File: config.mk
export PLATFORM = sky130hd
export DESIGN_NAME = crc32_checked_frame_receiver
export DESIGN_NICKNAME = d
export VERILOG_FILES = /design/src/ccfr_pkg.sv /design/src/ccfr_crc_byte.sv /design/src/crc32_checked_frame_receiver.sv
export SDC_FILE = /design/constraint.sdc
export NUM_CORES = 1
export LEC_CHECK = 0
export ABC_AREA = 1
export BUFFER_PORTS_ARGS = -buffer_cell sky130_fd_sc_hd__buf_2
export CAP_MARGIN = 15
export CORE_MARGIN = 4
export CORE_UTILIZATION = 30
export CTS_CLUSTER_SIZE = 8
export DETAILED_ROUTE_END_ITERATION = 16
export PLACE_DENSITY = 0.59
export RECOVER_POWER = 50
export SYNTH_ARGS = -nofsm -noshare
export SYNTH_HDL_FRONTEND = slang
export SYNTH_SLANG_ARGS = --single-unit
File: constraint.sdc
create_clock -name clk -period 2.2 [get_ports clk]
set_clock_uncertainty 0.05 [all_clocks]
set_input_delay 0.33 -clock clk [delete_from_list [all_inputs] [get_ports clk]]
set_output_delay 0.33 -clock clk [all_outputs]
set_load 0.005 [all_outputs]
File: src/ccfr_pkg.sv
package ccfr_pkg;

	localparam int unsigned MAX_LEN     = 16;
	localparam int unsigned COUNT_W     = $clog2(MAX_LEN + 1);
	localparam int unsigned LEN_W       = 5;
	localparam int unsigned LEN_SAT     = (1 << LEN_W) - 1;

	localparam logic [31:0] CRC_POLY    = 32'hEDB88320;
	localparam logic [31:0] CRC_PRESET  = 32'hFFFFFFFF;

	localparam logic [7:0]  START_RESET = 8'h40;
	localparam logic [7:0]  END_RESET   = 8'h5E;

	localparam int unsigned ADDR_W      = 3;

	typedef enum logic [0:0] {
		REG_START_CHAR = 1'b0,
		REG_END_CHAR   = 1'b1
	} reg_idx_t;

	typedef enum logic [1:0] {
		ST_GOOD     = 2'd0,
		ST_BAD      = 2'd1,
		ST_TOO_LONG = 2'd2
	} frame_status_t;

endpackage

File: src/ccfr_crc_byte.sv
module ccfr_crc_byte (
	input  logic [31:0] crc,
	input  logic [7:0]  data,
	output logic [31:0] crc_next
);

	// reflected CRC-32, eight bit steps unrolled
	always_comb begin
		logic [31:0] r;
		r = crc ^ {24'd0, data};
		for (int n = 0; n < 8; n++) begin
			if (r[0]) begin
				r = (r >> 1) ^ ccfr_pkg::CRC_POLY;
			end else begin
				r = r >> 1;
			end
		end
		crc_next = r;
	end

endmodule

File: src/crc32_checked_frame_receiver.sv
// Byte-stream frame receiver with reflected CRC-32 residue check.
// The end byte is taken into the input register; its frame result then goes into
// the result register, which drives out_valid.
// Throughput: one byte per cycle; a stalled result register holds the input stage.
// Reset (arst_n low, asynchronous): hunting for start, CRC preset, count zero,
// no result pending, start_char = 0x40, end_char = 0x5E.
module crc32_checked_frame_receiver (
	input  logic                         clk,
	input  logic                         arst_n,

	input  logic                         psel,
	input  logic                         penable,
	input  logic                         pwrite,
	input  logic [ccfr_pkg::ADDR_W-1:0]  paddr,
	input  logic [31:0]                  pwdata,
	output logic [31:0]                  prdata,
	output logic                         pready,

	input  logic                         in_valid,
	output logic                         in_ready,
	input  logic [7:0]                   rx_byte,

	output logic                         out_valid,
	input  logic                         out_ready,
	output logic [1:0]                   frame_status,
	output logic [ccfr_pkg::LEN_W-1:0]   frame_length
);

	logic [7:0] start_char_q;
	logic [7:0] end_char_q;
	ccfr_pkg::reg_idx_t reg_idx;

	logic       valid_s1;
	logic [7:0] rx_byte_s1;

	logic                              in_frame_q;
	logic [31:0]                       crc_q;
	logic [ccfr_pkg::COUNT_W-1:0]      count_q;

	logic                              res_valid_q;
	ccfr_pkg::frame_status_t           res_status_q;
	logic [ccfr_pkg::LEN_W-1:0]        res_length_q;

	logic                              advance;
	logic                              emit;
	ccfr_pkg::frame_status_t           emit_status;
	logic [ccfr_pkg::LEN_W-1:0]        cur_length;
	logic [31:0]                       crc_fold;

	// config port
	assign pready  = 1'b1;
	assign reg_idx = ccfr_pkg::reg_idx_t'(paddr[2]);

	always_ff @(posedge clk or negedge arst_n) begin
		if (!arst_n) begin
			start_char_q <= ccfr_pkg::START_RESET;
			end_char_q   <= ccfr_pkg::END_RESET;
		end else if (psel && penable && pwrite && pready) begin
			unique case (reg_idx)
				ccfr_pkg::REG_START_CHAR: start_char_q <= pwdata[7:0];
				ccfr_pkg::REG_END_CHAR:   end_char_q   <= pwdata[7:0];
				default: ;
			endcase
		end
	end

	always_comb begin
		unique case (reg_idx)
			ccfr_pkg::REG_START_CHAR: prdata = {24'd0, start_char_q};
			ccfr_pkg::REG_END_CHAR:   prdata = {24'd0, end_char_q};
			default:                  prdata = 32'd0;
		endcase
	end

	// input register; stage 1 moves only when the result slot can take a transfer
	assign advance  = valid_s1 && (!res_valid_q || out_ready);
	assign in_ready = !valid_s1 || advance;

	always_ff @(posedge clk or negedge arst_n) begin
		if (!arst_n) begin
			valid_s1 <= 1'b0;
		end else if (in_ready) begin
			valid_s1 <= in_valid;
		end
	end

	always_ff @(posedge clk) begin
		if (in_ready && in_valid) begin
			rx_byte_s1 <= rx_byte;
		end
	end

	ccfr_crc_byte u_crc (
		.crc      (crc_q),
		.data     (rx_byte_s1),
		.crc_next (crc_fold)
	);

	always_comb begin
		if (32'(count_q) > ccfr_pkg::LEN_SAT) begin
			cur_length = ccfr_pkg::LEN_W'(ccfr_pkg::LEN_SAT);
		end else begin
			cur_length = ccfr_pkg::LEN_W'(count_q);
		end
	end

	always_comb begin
		emit        = 1'b0;
		emit_status = ccfr_pkg::ST_GOOD;
		if (in_frame_q) begin
			if (rx_byte_s1 == end_char_q) begin
				emit        = 1'b1;
				emit_status = (crc_q == 32'd0) ? ccfr_pkg::ST_GOOD : ccfr_pkg::ST_BAD;
			end else if (32'(count_q) >= ccfr_pkg::MAX_LEN) begin
				emit        = 1'b1;
				emit_status = ccfr_pkg::ST_TOO_LONG;
			end
		end
	end

	// frame state
	always_ff @(posedge clk or negedge arst_n) begin
		if (!arst_n) begin
			in_frame_q <= 1'b0;
			crc_q      <= ccfr_pkg::CRC_PRESET;
			count_q    <= '0;
		end else if (advance) begin
			if (!in_frame_q) begin
				if (rx_byte_s1 == start_char_q) begin
					in_frame_q <= 1'b1;
					crc_q      <= ccfr_pkg::CRC_PRESET;
					count_q    <= '0;
				end
			end else if (emit) begin
				in_frame_q <= 1'b0;
				crc_q      <= ccfr_pkg::CRC_PRESET;
				count_q    <= '0;
			end else begin
				crc_q   <= crc_fold;
				count_q <= count_q + 1'b1;
			end
		end
	end

	// result register
	always_ff @(posedge clk or negedge arst_n) begin
		if (!arst_n) begin
			res_valid_q <= 1'b0;
		end else if (advance && emit) begin
			res_valid_q <= 1'b1;
		end else if (out_ready) begin
			res_valid_q <= 1'b0;
		end
	end

	always_ff @(posedge clk) begin
		if (advance && emit) begin
			res_status_q <= emit_status;
			res_length_q <= cur_length;
		end
	end

	assign out_valid    = res_valid_q;
	assign frame_status = res_status_q;
	assign frame_length = res_length_q;

endmodule

### Yosys cells after proc, flatten, opt, wreduce, memory -nomap -nowiden

Cells that the tools add are included.

| cells by class | value |
|---|---|
| add/subtract/negate cells | 1 |
| order comparisons | 1 |
| eq/ne operators | 2 |
| mux-type cells | 26 |
| bitwise operators | 10 |
| reductions and logical operators | 15 |

Operators with widths:

| operator | count |
|---|---|
| 2-to-1 mux 32 bit | 11 |
| NOT 13 -> 14 bit | 8 |
| case mux 32 bit (2 select lines) | 1 |
| logical NOT 32 bit | 1 |
| XOR 32 x 8 -> 32 bit | 1 |
| equality test 8 bit | 2 |
| 2-to-1 mux 5 bit | 3 |
| 2-to-1 mux 1 bit | 9 |
| AND reduction 2 bit | 3 |
| adder 5 x 1 -> 5 bit (second input constant) | 1 |
| >= comparator 5 bit (second input constant) | 1 |
| logical AND 1 bit | 5 |
| 2-to-1 mux 2 bit | 2 |
| nonzero test 2 bit | 2 |
| logical NOT 1 bit | 2 |
| logical OR 1 bit | 2 |
| NOT 1 bit | 1 |

| word-level totals | value |
|---|---|
| bits in registers | 71 |
| input bits | 50 |
| output and inout port bits | 42 |

### Logic depth before layout (Yosys ltp)

| depth | value |
|---|---|
| depth in word-level cells | 19 |
| gate-level depth with buffers | 13 |
| mapped depth without buffers | 12 |

### By module

A second synthesis with hierarchy kept.

| second synthesis, totals | value |
|---|---|
| cell total of the unflattened synthesis | 614 |
| area, all modules | 4,728.3 µm² |

By module, submodules not included:

| module | times used | cells each | area an instance (µm²) |
|---|---|---|---|
| crc32_checked_frame_receiver | 1 | 405 | 3,553.4 |
| ccfr_crc_byte | 1 | 209 | 1,174.9 |

### Least setup slack after synthesis

Ideal clock, no wire load.

| path | value |
|---|---|
| kind | reg-to-reg |
| start point | register end_char_q[1] |
| end point | register res_length_q (netlist bit frame_length[0]) (enable) |
| arrival time | 1,392 ps |
| data required time | 1,790 ps |
| path slack | 399 ps |
| cell stages (with the launch flop) | 8 |
| buffers on the path | 0 |
| cells stage by stage | dfstp_2 -> xnor2_1 -> nand2_1 -> nor2_1 -> nand2_2 -> nand2_1 -> nand2_1 -> nor2_1 |

| between the ends | value |
|---|---|
| longest elaborated chain between the ends | 4 |

RTL lines:

| item | RTL line | RTL |
|---|---|---|
| from (decl) | crc32_checked_frame_receiver.sv:30 | `logic [7:0] end_char_q;` |
| from (signal assigned) | crc32_checked_frame_receiver.sv:57 | `end_char_q <= ccfr_pkg::END_RESET;` |
| from (signal assigned) | crc32_checked_frame_receiver.sv:61 | `ccfr_pkg::REG_END_CHAR: end_char_q <= pwdata[7:0];` |
| equality test 8 bit | crc32_checked_frame_receiver.sv:111 | `if (rx_byte_s1 == end_char_q) begin` |
| 2-to-1 mux 1 bit | crc32_checked_frame_receiver.sv:111 |  |
| 2-to-1 mux 1 bit | crc32_checked_frame_receiver.sv:110 | `if (in_frame_q) begin` |
| logical AND 1 bit | crc32_checked_frame_receiver.sv:157 | `if (advance && emit) begin` |
| to (signal assigned) | crc32_checked_frame_receiver.sv:159 | `res_length_q <= cur_length;` |
| to (decl) | crc32_checked_frame_receiver.sv:42 | `logic [ccfr_pkg::LEN_W-1:0] res_length_q;` |

No other way between the ends.
A chain may end at the register's enable or synchronous reset.

### Final worst setup path

| path | value |
|---|---|
| start point | register end_char_q[6] |
| end point | register res_length_q (netlist bit frame_length[3]) (enable) |

The elaborated chain is that of the path after synthesis.

==> reports/qor.csv <==
stage;metric;value;unit
global_route;vias in the first global route;3716;
detailed_routing;Avg WL per Cell;13.1;µm
sta;worst-margin pin slew;1.28;ns
detailed_routing;total number of vias;3800;
critical_path;peak fanout along the critical path;7;
detailed_routing;antenna-violating nets left;0;
placement;Placer Congestion;0.854;
pwr;peak supply drop;481;µV
clocking;root buf cell;clkbuf_16;
global_route;Overflow after GRT;0;
sta;Rel. slew slack;14.5;%
logic_synthesis;most frequent cells after synthesis;222 x nand2_1, 77 x inv_1, 38 x dfstp_2, 38 x o21ai_0, 36 x nand3_1;
logic_synthesis;Mapped Area;4600;µm²
critical_path;FF-to-FF End;frame_length[3];
logic_synthesis;count leader, synth;nand2_1;
logic_synthesis;Post-synth EDFFs;15;
critical_path;Reg2Reg Depth;8;
global_route;initial antenna violation count;0;
placement;area of placed instances;4960;µm²
logic_synthesis;ys flop type;dfstp_2;
sta;Worst Slack Setup Final;0.251;ns
floorplan;Die H;132;µm
logic_synthesis;Synth Register Bits;71;
clocking;CTS resizes;0;
global_route;total track usage;13.2;%
critical_path;worst path required time;2.19;ns
sta;final setup fails;0;
min_path;hold depth;1;
critical_path;crit path launch;end_char_q[6];
logic_synthesis;Post-synth ARST share;78.9;%
floorplan;core area;15100;µm²
logic_synthesis;register area share after synthesis;41.3;%
min_path;Worst Hold Class;in2reg;
run_status;status;completed;
clocking;H-tree depth;3;
critical_path;Critical R2R Launch;end_char_q[6];
detailed_routing;DRC Markers;0;
logic_synthesis;Synth top area share;21.7;%
critical_path;Setup Crit Path Kind;reg2reg;
final_layout;synth-to-layout area growth;14.8;%
flow_run;max cap viols;0;
clocking;Clock Latency Late Sink;0.33;ns
detailed_routing;Pre-Repair DR Iteration Count;5;
logic_synthesis;Ys Warns;0;
final_layout;Finished Core Util;35.0;%
clocking;clock sinks;71;
pwr;P per Cell Area;1300;nW/µm²
sta;fin crit period;1.95;ns
placement;detailed placer's ending HPWL;8240;µm
sta;Achievable Freq;513;MHz
floorplan;width of the die;132;µm
logic_synthesis;Yosys cell types;32;
placement;placed cell count;841;
clocking;CTS max path bufs;2;
floorplan;Initial Utilization;30.5;%
detailed_routing;DR vias/cell;4.43;
sta;RSZ-0062 raised after global routing;no;
clocking;CTS tree;yes;
clocking;CTS buffer count;9;
logic_synthesis;top post-synthesis cells by area;dfstp_2 22%, nand2_1 18%, dfrtp_1 9.8%, edfxtp_1 9.8%, inv_1 6.3%;
critical_path;CP endpoint;frame_length[3];
placement;port bufs;40;
critical_path;Worst EP arrival;1.94;ns
detailed_routing;initial DRC count;268;
detailed_routing;Post-Route WL;11200;µm
logic_synthesis;biggest area consumer among synthesized cells;dfstp_2;
floorplan;Rows;45;
final_layout;Nets;717;
final_layout;Final Non-Filler Cells;858;
logic_synthesis;average cell area after synthesis;7.46;µm²
logic_synthesis;Cells after Synth;617;
sta;period utilization;88.6;%
sta;Final Hold Viols;0;
final_layout;share of layout cells above drive strength 1;19.6;%
final_layout;final instance area;5280;µm²
sta;TNS Setup;0;ns
clocking;Clock Pin Slew Worst Setup and Hold Paths;0.06;ns
final_layout;FILL cells;1581;
critical_path;FF-to-FF setup slack;0.25;ns
floorplan;# IOs;92;
critical_path;Worst setup EP type;register;
pwr;power after layout;6.87;mW
sta;hold slack final;0.116;ns
floorplan;Die ar.;17400;µm²
global_route;pin count of the biggest net entering global routing;36;
final_layout;ANT cells;0;
critical_path;Setup crit start kind;register;
clocking;number of setup buffers added after CTS;0;
global_route;first-pass GRT wire length;18600;µm
sta;Max Slew Vio Count;0;
pwr;Lkg Pwr;2.68;nW
placement;post-place setup slack;0.246;ns
state kept, by name, summed over array words and instances (netlist names):
name,cells
crc_q,32
end_char_q,8
rx_byte_s1,8
start_char_q,8
count_q,5
frame_length,5
frame_status,2
in_frame_q,1
out_valid,1
valid_s1,1
kinds of logic after synthesis:
family / count (synthesis) / synth area share, %
compound gates: 53 / 6.28
simple gates: 328 / 30.8
flops: 71 / 41.3
buf+inv: 119 / 12.4
other cells: 2 / 0.163
fa+ha+maj: 2 / 0.544
xor+xnor: 42 / 8.48
area by class of cell:
type	instances	area [µm²]	share of cell area, %
multi-input combinational	450	2220	42.0
sequential	71	1900	36.0
inverter	84	315	5.97
clock inverter	7	87.6	1.66
tap	188	235	4.45
clock buffer	9	225	4.26
timing repair buffer	49	302	5.71
worst min path at each step:
stage                           from         endpoint
after CTS                 rx_byte[1]    rx_byte_s1[1]
after global routing      rx_byte[0]    rx_byte_s1[0]
after detailed placement      arst_n  start_char_q[4]
final                     rx_byte[1]    rx_byte_s1[1]
after floorplan               arst_n       count_q[0]
after global placement        arst_n  start_char_q[4]
report_power, final:
part | total (mW) | switching [mW] | internal [mW]
Sequential | 2.33 | 0.383 | 1.94
Combinational | 3.01 | 1.90 | 1.11
Clock | 1.54 | 0.555 | 0.982
layer usage:
| layer | wire [µm] | track usage, % | vias up |
|---|---|---|---|
| met5 | 0 | 0 | - |
| met2 | 5080 | 21.1 | 78 |
| li1 | - | - | 1963 |
| met4 | 149 | 3.68 | 0 |
| met1 | 5500 | 18.2 | 1745 |
| met3 | 473 | 2.67 | 14 |
critical path, stage by stage (launching register included):
cell     delay [ns]
dfstp_2        0.55
xnor2_1        0.12
nand2_1        0.07
nor2_1         0.26
nand2_2        0.16
nand2_1        0.11
nand2_1        0.09
nor2_1         0.09
buf_4          0.16
timing repair:
| item | CTS | global route |
|---|---|---|
| hold endpoints to repair | 3 | 0 |
| hold buffers | 1 | 0 |
| endpoints found under the setup margin | 0 | 0 |
placed cells by master, fill, tap and decap left out, drive strengths merged, types with 8 or more instances in the layout:
cell,Yosys,routed
nand2,244,244
inv,84,84
buf,33,43
o21ai,38,38
dfstp,38,38
nand3,38,38
nor2,31,31
conb,2,25
xor2,25,25
dfrtp,18,18
xnor2,17,17
edfxtp,15,15
clkbuf,2,14
nor4,8,8
a21oi,8,8
Note: power is estimated with default switching activity, not from simulation.
